$ cat src/design/nlmb_pkg.sv
// Shared types, constants and helper functions for the notification LED controller.
package nlmb_pkg;

    localparam int LEVEL_W = 4;
    localparam int CAP_W   = 7;
    localparam int TIME_W  = 16;
    localparam int DRIVE_W = 8;
    localparam int MUL_W   = 16;

    localparam logic [LEVEL_W-1:0] LEVEL_MAX    = 4'd9;
    localparam logic [CAP_W-1:0]   CAPACITY_MAX = 7'd100;
    localparam logic [TIME_W-1:0]  TIME_RESET   = 16'd500;
    localparam logic [MUL_W-1:0]   FULL_DRIVE   = 16'd255;
    localparam logic [6:0]         STEP_PERCENT = 7'd7;
    localparam logic [6:0]         CUT_MAX      = 7'd80;
    localparam logic [6:0]         PERCENT_HIGH = 7'd90;
    localparam logic [6:0]         PERCENT_LOW  = 7'd30;
    localparam logic [6:0]         PERCENT_FULL = 7'd100;

    // x / 100 == (x * 5243) >> 19 for x < 2^15; x / 9 == (x * 7282) >> 16 for x < 2^12
    localparam logic [MUL_W-1:0] RECIP_100 = 16'd5243;
    localparam logic [MUL_W-1:0] RECIP_9   = 16'd7282;

    localparam logic [1:0] MODE_DARK  = 2'd0;
    localparam logic [1:0] MODE_SOLID = 2'd1;
    localparam logic [1:0] MODE_DUAL  = 2'd2;

    localparam logic [1:0] KIND_LEVEL    = 2'd0;
    localparam logic [1:0] KIND_CAPACITY = 2'd1;
    localparam logic [1:0] KIND_OFF      = 2'd2;
    localparam logic [1:0] KIND_TICK     = 2'd3;

    localparam logic REG_ON_TIME  = 1'b0;
    localparam logic REG_OFF_TIME = 1'b1;

    localparam logic [1:0] SH_0  = 2'd0;
    localparam logic [1:0] SH_16 = 2'd1;
    localparam logic [1:0] SH_19 = 2'd2;

    typedef struct packed {
        logic [MUL_W-1:0] a;
        logic [MUL_W-1:0] b;
        logic [1:0]       shift;
    } mul_req_t;

    function automatic logic [LEVEL_W-1:0] sat_level(input logic [LEVEL_W-1:0] v);
        return (v > LEVEL_MAX) ? LEVEL_MAX : v;
    endfunction

    function automatic logic [CAP_W-1:0] sat_cap(input logic [CAP_W-1:0] v);
        return (v > CAPACITY_MAX) ? CAPACITY_MAX : v;
    endfunction

    // capacity decile: 0 at 0, 1 for 1..10, ..., 9 for 81 and up
    function automatic logic [LEVEL_W-1:0] cap_decile(input logic [CAP_W-1:0] c);
        logic [LEVEL_W-1:0] d;
        d = '0;
        for (int k = 0; k < 9; k++) begin
            if (c > CAP_W'(k * 10)) d = LEVEL_W'(k + 1);
        end
        return d;
    endfunction

    function automatic logic [6:0] charge_percent(input logic [LEVEL_W-1:0] d);
        logic [6:0] p;
        if (d <= 4'd1) begin
            p = PERCENT_HIGH;
        end else begin
            p = PERCENT_FULL - 7'(d - 4'd1) * STEP_PERCENT;
            if (p > PERCENT_HIGH) p = PERCENT_HIGH;
            if (p < PERCENT_LOW) p = PERCENT_LOW;
        end
        return p;
    endfunction

    // percent of the base brightness kept after the low-charge reduction
    function automatic logic [6:0] charge_keep(input logic [LEVEL_W-1:0] d,
                                               input logic [LEVEL_W-1:0] chg);
        logic [6:0] cut;
        cut = '0;
        if (chg != '0 && chg < d) begin
            cut = 7'(d - chg) * 7'd10;
            if (cut > CUT_MAX) cut = CUT_MAX;
        end
        return PERCENT_FULL - cut;
    endfunction

endpackage

$ cat src/design/nlmb_mul.sv
// Shared registered multiplier with selectable output shift.
module nlmb_mul import nlmb_pkg::*; (
    input  logic             aclk,
    input  mul_req_t         req,
    output logic [MUL_W-1:0] res
);

    logic [2*MUL_W-1:0] prod;
    logic [MUL_W-1:0]   res_reg;
    logic [MUL_W-1:0]   res_next;

    assign prod = req.a * req.b;

    always_comb begin
        case (req.shift)
            SH_0:    res_next = prod[MUL_W-1:0];
            SH_16:   res_next = prod[2*MUL_W-1:MUL_W];
            SH_19:   res_next = {3'b000, prod[2*MUL_W-1:19]};
            default: res_next = prod[MUL_W-1:0];
        endcase
    end

    always_ff @(posedge aclk) begin
        res_reg <= res_next;
    end

    assign res = res_reg;

endmodule

$ cat src/design/notify_led_mode_and_blink.sv
// Notification LED mode and blink controller, top level.
//
// Each request produces one result holding the LED brightness, mode and blink phase.
// Level updates, off commands and capacity updates that change the held capacity
// pass through the sequencer, which makes six passes through one shared 16x16
// registered multiplier (charge percent scaling, divide by 100, low-charge reduction,
// divide by 100, notification level scaling, divide by 9), applies the mode update
// and then loads the result register.
// Millisecond ticks and capacity updates that leave the held value unchanged skip the
// multiplier passes and go straight to the step that loads the result register.
// s_tready is high only while the sequencer is idle; a result waits in the output
// register until taken, and the sequencer holds in its final step while that register
// is still occupied. Blink times are written through the cfg port at any time the
// block is idle.
module notify_led_mode_and_blink import nlmb_pkg::*; (
    input  logic        aclk,
    input  logic        aresetn,
    input  logic        s_tvalid,
    output logic        s_tready,
    // call_level[3:0], sms_level[7:4], notice_level[11:8], charge_level[15:12],
    // capacity[22:16], zero pad[23]
    input  logic [23:0] s_tdata,
    // kind[1:0]
    input  logic [1:0]  s_tuser,
    output logic        m_tvalid,
    input  logic        m_tready,
    // brightness[7:0], mode[9:8], blink_phase[10], zero pad[15:11]
    output logic [15:0] m_tdata,
    input  logic        cfg_valid,
    output logic        cfg_ready,
    input  logic        cfg_index,
    input  logic [15:0] cfg_data
);

    localparam logic [3:0] ST_IDLE = 4'd0;
    localparam logic [3:0] ST_E1   = 4'd1;
    localparam logic [3:0] ST_E2   = 4'd2;
    localparam logic [3:0] ST_E3   = 4'd3;
    localparam logic [3:0] ST_E4   = 4'd4;
    localparam logic [3:0] ST_E5   = 4'd5;
    localparam logic [3:0] ST_E6   = 4'd6;
    localparam logic [3:0] ST_E7   = 4'd7;
    localparam logic [3:0] ST_DONE = 4'd8;

    logic [3:0]         state_reg,    state_next;
    logic [LEVEL_W-1:0] call_reg,     call_next;
    logic [LEVEL_W-1:0] sms_reg,      sms_next;
    logic [LEVEL_W-1:0] notice_reg,   notice_next;
    logic [LEVEL_W-1:0] charge_reg,   charge_next;
    logic [CAP_W-1:0]   cap_reg,      cap_next;
    logic [1:0]         mode_reg,     mode_next;
    logic               phase_reg,    phase_next;
    logic [DRIVE_W-1:0] high_reg,     high_next;
    logic [DRIVE_W-1:0] low_reg,      low_next;
    logic [TIME_W-1:0]  count_reg,    count_next;
    logic [DRIVE_W-1:0] drive_reg,    drive_next;
    logic [TIME_W-1:0]  on_time_reg,  on_time_next;
    logic [TIME_W-1:0]  off_time_reg, off_time_next;
    logic [DRIVE_W-1:0] cb_reg,       cb_next;
    logic               m_tvalid_reg, m_tvalid_next;
    logic [15:0]        m_tdata_reg,  m_tdata_next;

    mul_req_t           mreq;
    logic [MUL_W-1:0]   mres;
    logic               s_accept;
    logic [LEVEL_W-1:0] decile;
    logic [LEVEL_W-1:0] pick;
    logic [CAP_W-1:0]   cap_in;
    logic [TIME_W-1:0]  on_load;
    logic [TIME_W-1:0]  off_load;

    nlmb_mul u_mul (
        .aclk (aclk),
        .req  (mreq),
        .res  (mres)
    );

    assign s_tready  = (state_reg == ST_IDLE);
    assign s_accept  = s_tvalid && s_tready;
    assign cfg_ready = 1'b1;
    assign m_tvalid  = m_tvalid_reg;
    assign m_tdata   = m_tdata_reg;

    assign decile   = cap_decile(cap_reg);
    assign cap_in   = sat_cap(s_tdata[22:16]);
    assign on_load  = (on_time_reg == '0) ? TIME_W'(1) : on_time_reg;
    assign off_load = (off_time_reg == '0) ? TIME_W'(1) : off_time_reg;

    always_comb begin
        if (call_reg != '0)        pick = call_reg;
        else if (sms_reg != '0)    pick = sms_reg;
        else                       pick = notice_reg;
    end

    always_comb begin
        state_next    = state_reg;
        call_next     = call_reg;
        sms_next      = sms_reg;
        notice_next   = notice_reg;
        charge_next   = charge_reg;
        cap_next      = cap_reg;
        mode_next     = mode_reg;
        phase_next    = phase_reg;
        high_next     = high_reg;
        low_next      = low_reg;
        count_next    = count_reg;
        drive_next    = drive_reg;
        on_time_next  = on_time_reg;
        off_time_next = off_time_reg;
        cb_next       = cb_reg;
        m_tvalid_next = m_tvalid_reg;
        m_tdata_next  = m_tdata_reg;
        mreq          = '{a: '0, b: '0, shift: SH_0};

        if (m_tvalid_reg && m_tready) m_tvalid_next = 1'b0;

        if (cfg_valid) begin
            if (cfg_index == REG_ON_TIME) on_time_next = cfg_data;
            else                          off_time_next = cfg_data;
        end

        case (state_reg)
            ST_IDLE: begin
                if (s_accept) begin
                    case (s_tuser)
                        KIND_LEVEL: begin
                            call_next   = sat_level(s_tdata[3:0]);
                            sms_next    = sat_level(s_tdata[7:4]);
                            notice_next = sat_level(s_tdata[11:8]);
                            charge_next = sat_level(s_tdata[15:12]);
                            state_next  = ST_E1;
                        end
                        KIND_CAPACITY: begin
                            if (cap_in != cap_reg) begin
                                cap_next   = cap_in;
                                state_next = ST_E1;
                            end else begin
                                state_next = ST_DONE;
                            end
                        end
                        KIND_OFF: begin
                            call_next   = '0;
                            sms_next    = '0;
                            notice_next = '0;
                            charge_next = '0;
                            state_next  = ST_E1;
                        end
                        default: begin
                            if (mode_reg == MODE_DUAL) begin
                                if (count_reg > TIME_W'(1)) begin
                                    count_next = count_reg - TIME_W'(1);
                                end else if (!phase_reg) begin
                                    phase_next = 1'b1;
                                    drive_next = low_reg;
                                    count_next = off_load;
                                end else begin
                                    phase_next = 1'b0;
                                    drive_next = high_reg;
                                    count_next = on_load;
                                end
                            end
                            state_next = ST_DONE;
                        end
                    endcase
                end
            end
            ST_E1: begin
                mreq       = '{a: MUL_W'(charge_percent(decile)), b: FULL_DRIVE, shift: SH_0};
                state_next = ST_E2;
            end
            ST_E2: begin
                mreq       = '{a: mres, b: RECIP_100, shift: SH_19};
                state_next = ST_E3;
            end
            ST_E3: begin
                mreq = '{a: mres, b: MUL_W'(charge_keep(decile, charge_reg)), shift: SH_0};
                state_next = ST_E4;
            end
            ST_E4: begin
                mreq       = '{a: mres, b: RECIP_100, shift: SH_19};
                state_next = ST_E5;
            end
            ST_E5: begin
                cb_next    = mres[DRIVE_W-1:0];
                mreq       = '{a: MUL_W'(pick), b: FULL_DRIVE, shift: SH_0};
                state_next = ST_E6;
            end
            ST_E6: begin
                mreq       = '{a: mres, b: RECIP_9, shift: SH_16};
                state_next = ST_E7;
            end
            ST_E7: begin
                phase_next = 1'b0;
                if (pick != '0) begin
                    high_next  = mres[DRIVE_W-1:0];
                    low_next   = (charge_reg != '0) ? cb_reg : '0;
                    mode_next  = MODE_DUAL;
                    drive_next = mres[DRIVE_W-1:0];
                    count_next = on_load;
                end else if (charge_reg != '0) begin
                    mode_next  = MODE_SOLID;
                    drive_next = cb_reg;
                    count_next = '0;
                end else begin
                    mode_next  = MODE_DARK;
                    drive_next = '0;
                    count_next = '0;
                end
                state_next = ST_DONE;
            end
            ST_DONE: begin
                if (!m_tvalid_reg || m_tready) begin
                    m_tvalid_next = 1'b1;
                    m_tdata_next  = {5'b00000, phase_reg, mode_reg, drive_reg};
                    state_next    = ST_IDLE;
                end
            end
            default: begin
                state_next = ST_IDLE;
            end
        endcase
    end

    always_ff @(posedge aclk) begin
        if (!aresetn) begin
            state_reg    <= ST_IDLE;
            call_reg     <= '0;
            sms_reg      <= '0;
            notice_reg   <= '0;
            charge_reg   <= '0;
            cap_reg      <= CAPACITY_MAX;
            mode_reg     <= MODE_DARK;
            phase_reg    <= 1'b0;
            high_reg     <= '0;
            low_reg      <= '0;
            count_reg    <= '0;
            drive_reg    <= '0;
            on_time_reg  <= TIME_RESET;
            off_time_reg <= TIME_RESET;
            m_tvalid_reg <= 1'b0;
        end else begin
            state_reg    <= state_next;
            call_reg     <= call_next;
            sms_reg      <= sms_next;
            notice_reg   <= notice_next;
            charge_reg   <= charge_next;
            cap_reg      <= cap_next;
            mode_reg     <= mode_next;
            phase_reg    <= phase_next;
            high_reg     <= high_next;
            low_reg      <= low_next;
            count_reg    <= count_next;
            drive_reg    <= drive_next;
            on_time_reg  <= on_time_next;
            off_time_reg <= off_time_next;
            m_tvalid_reg <= m_tvalid_next;
        end
        cb_reg      <= cb_next;
        m_tdata_reg <= m_tdata_next;
    end

    a_phase_only_dual: assert property (@(posedge aclk) disable iff (!aresetn)
        phase_reg |-> (mode_reg == MODE_DUAL))
        else $error("blink phase set outside dual blink");

    a_count_live: assert property (@(posedge aclk) disable iff (!aresetn)
        (mode_reg == MODE_DUAL) |-> (count_reg != '0))
        else $error("dual blink with empty countdown");

    a_off_dark: assert property (@(posedge aclk) disable iff (!aresetn)
        (mode_reg == MODE_DARK) |-> (drive_reg == '0))
        else $error("LED driven while off");

    a_busy_after_accept: assert property (@(posedge aclk) disable iff (!aresetn)
        s_accept |=> !s_tready)
        else $error("request taken while previous request in flight");

endmodule
$ cat config.mk
export PLATFORM = sky130hd
export DESIGN_NAME = notify_led_mode_and_blink
export DESIGN_NICKNAME = d
export VERILOG_FILES = /design/src/design/nlmb_pkg.sv /design/src/design/nlmb_mul.sv /design/src/design/notify_led_mode_and_blink.sv
export SDC_FILE = /design/constraint.sdc
export NUM_CORES = 1
export LEC_CHECK = 0
export BUFFER_PORTS_ARGS = -buffer_cell sky130_fd_sc_hd__buf_4
export CAP_MARGIN = 20
export CORE_MARGIN = 3
export CORE_UTILIZATION = 30
export DETAILED_ROUTE_END_ITERATION = 7
export RECOVER_POWER = 100
export SYNTH_ARGS = -nofsm -noshare
export SYNTH_HDL_FRONTEND = slang
export SYNTH_SLANG_ARGS = --single-unit
$ cat constraint.sdc
create_clock -name aclk -period 11.8 [get_ports aclk]
set_input_delay 0.59 -clock aclk [delete_from_list [all_inputs] [get_ports aclk]]
set_output_delay 0.59 -clock aclk [all_outputs]
set_load 0.03 [all_outputs]
==> results.cfg <==
[floorplanning]
fp-row-count = 79
die_w_um = 223.9
fp.coreArea_um2 = 46750
initial_core_util_pct = 30.47
io_pins = 67
die_y_um = 223.9
die-area_um2 = 50140

[yosys]
synth-edff-count = 19
synth_area_leaders = fa_1 (18%), dfxtp_1 (17%), ha_1 (12%), inv_1 (5.7%), nand2_1 (5.5%)
yosys_warnings = 0
ys_seq_area_share_pct = 20.73
synth.avg_cell_area_um2 = 8.376
ys.flop_type = dfxtp_1
synth_most_common_cell = inv_1
async_flop_share_pct = 0
ys_seq_elements = 138
synth_area_leader_cell = fa_1
synth_cell_types = 87
synth_top_area_share_pct = 17.70
synth_commonest_cells = inv_1 (216), nand2_1 (207), nor2_1 (151)
syn_area_um2 = 14250
synthCells = 1701

[setup_path]
path_delay_family = adder cells
critPathMaxStageDelay_ns = 0.59
required_ns = 12.10
ff2ff_path_depth = 44
crit_fanout = 16
critical_path_cell_count = 44
critPathKind = flop to flop
critical-path-slowest-cell = or4_4
cp.buffers_inverters = 7
endpoint_kind = flop
worstPathArrival_ns = 11.34
crit_top_cell = fa_1
startpoint_type = flop

[clock_network]
cts_made_buffers = 17
cts_root_buffer = clkbuf_16
cts_tree = done
clock_sinks = 138
postCtsSetupBuffers = 0
cts_hold_buf = 0
cts.clk_slew.worst_paths_ns = 0.07
clk_latency_ns = 0.43
cts_buffer_depth = 2
htree_levels = 4

[place]
dp_hpwl_mm = 29.06
port_buffers = 59
dp_slack_ns = 0.3375
place_congestion = 0.8511

[timing]
final.setup.tns_ns = 0
fmax_ghz = 0.09056
fin_crit_ns = 11.04
slew_headroom_pct = -162.5
slew_violations = 132
worst_slack_ns = 0.7574
hold_violations = 0
tightest_slew_ns = 3.937
setup_viol = 0
skew_ns = 0.01477
period_share_pct = 93.58
rsz0062_at_grt = no

[drt]
num_vias = 11770
wl_per_cell_um = 15.74
postRouteAntennaNets = 0
viasPerCell = 5.000
drt_iter0_markers = 797
first_pass_iters = 5
drc = 0
routed_wl_mm = 37.06

[min_path]
whs_path_depth = 3
hold_class = primary input to flop

[run_status]
status = complete, but fails checks
violations = capacitance limit, slew limit

[finish]
nFillCells = 4862
antenna-diode-count = 0
drive_gt1_share_pct = 7.785
fin_nets = 2048
syn2layout_area_growth_pct = 11.67

[global_routing]
grt_pass1_vias = 11940
grt_pass1_wl_mm = 61.42
grt_max_degree = 103
antenna_found_initial = 0
track_usage_pct = 15.05
overflow = 0

[flow_run]
cap_violations = 2

[pwr]
peakVddDrop_uv = 84.93
p_leak_nw = 7.140
powerDensity_nw_per_um2 = 120.9
-- path summary, 6_finish.rpt --
kind / startpoint / endpoint / slack (ns)
min reg2reg: drive_reg[4]$_SDFFE_PN0P_ / m_tdata[4]$_DFFE_PP_ / 0.44
max reg2reg: cap_reg[0]$_SDFFE_PN0P_ / u_mul.res[9]$_DFF_P_ / 0.76
min: cfg_data[8] / off_time_reg[8]$_SDFFE_PN1P_ / 0.39
max: cap_reg[0]$_SDFFE_PN0P_ / u_mul.res[9]$_DFF_P_ / 0.76
-- per-layer routing --
layer	share of wire [%]	routed length [µm]	vias up	global-route usage, %
met1	46	16910	5688	19.78
li1	-	-	5762	-
met5	0	0	-	0
met2	48	17650	280	25.87
met4	1.8	662	0	3.900
met3	4.9	1828	39	2.346
-- kinds of logic after synthesis --
family,count (synthesis),share of synthesized area (%)
AO/OA/AOI/OAI,324,16.05
XOR/XNOR,49,3.109
adder cells (fa/ha/maj),266,30.00
buffers and inverters,296,8.088
flip-flops,138,20.73
multiplexers,35,2.459
other,2,0.05271
AND/OR/NAND/NOR,591,19.51
-- tightest hold or removal path, delay by kind of cell --
kind                   cells  cell delay (ns)
buffers and inverters      1             0.09
AND/OR/NAND/NOR            2             0.10
-- through the flow --
stage	std cells	utilization, %	power, W	hold WS [ns]	instance area [µm²]
2_1_floorplan	1714	-	0.001126	0.4064	14300
3_3_place_gp	2320	32.73	0.001352	0.4254	15300
3_5_place_dp	2321	32.75	0.001360	0.4276	15310
4_1_cts	2353	34.06	0.001927	0.3702	15930
5_1_grt	2354	34.03	0.002049	0.3892	15910
6_report	2354	34.03	0.001923	0.3861	15910
-- final cells by class --
type                       count  area, µm²  area share, %
clock buffer                  25      538.0          3.382
clock inverter                 7      76.32         0.4797
inverter                     219      822.0          5.167
multi-input combinational   1280      10230          64.30
sequential                   138       2955          18.57
tap                          607      759.5          4.773
timing repair buffer          78      529.3          3.327
-- power by group --
group          total, W  switching [W]  internal (W)
Sequential     0.000566      0.0000585      0.000508
Combinational  0.000798       0.000508      0.000290
Clock          0.000559       0.000219      0.000340
-- cells in the final DEF (no fill, tap or decap), types with 20 or more instances in the layout --
master,synthesis,routed
nor2b_1,23,23
nor3_1,42,42
and2_1,20,20
o21ai_0,46,46
nor2_1,151,149
ha_1,140,140
nand3_1,52,52
buf_4,6,61
mux2i_1,35,35
nand2_1,207,207
inv_1,216,216
dfxtp_1,119,117
a21oi_1,72,72
a21boi_0,21,48
xnor2_1,31,31
fa_1,126,126
-- what timing repair did --
action | CTS | global route
gates resized for setup | 0 | 8
endpoints found under the setup margin | 0 | 15
endpoints found under the hold margin | 0 | 0
No activity file was read; power rests on OpenSTA's default activity.
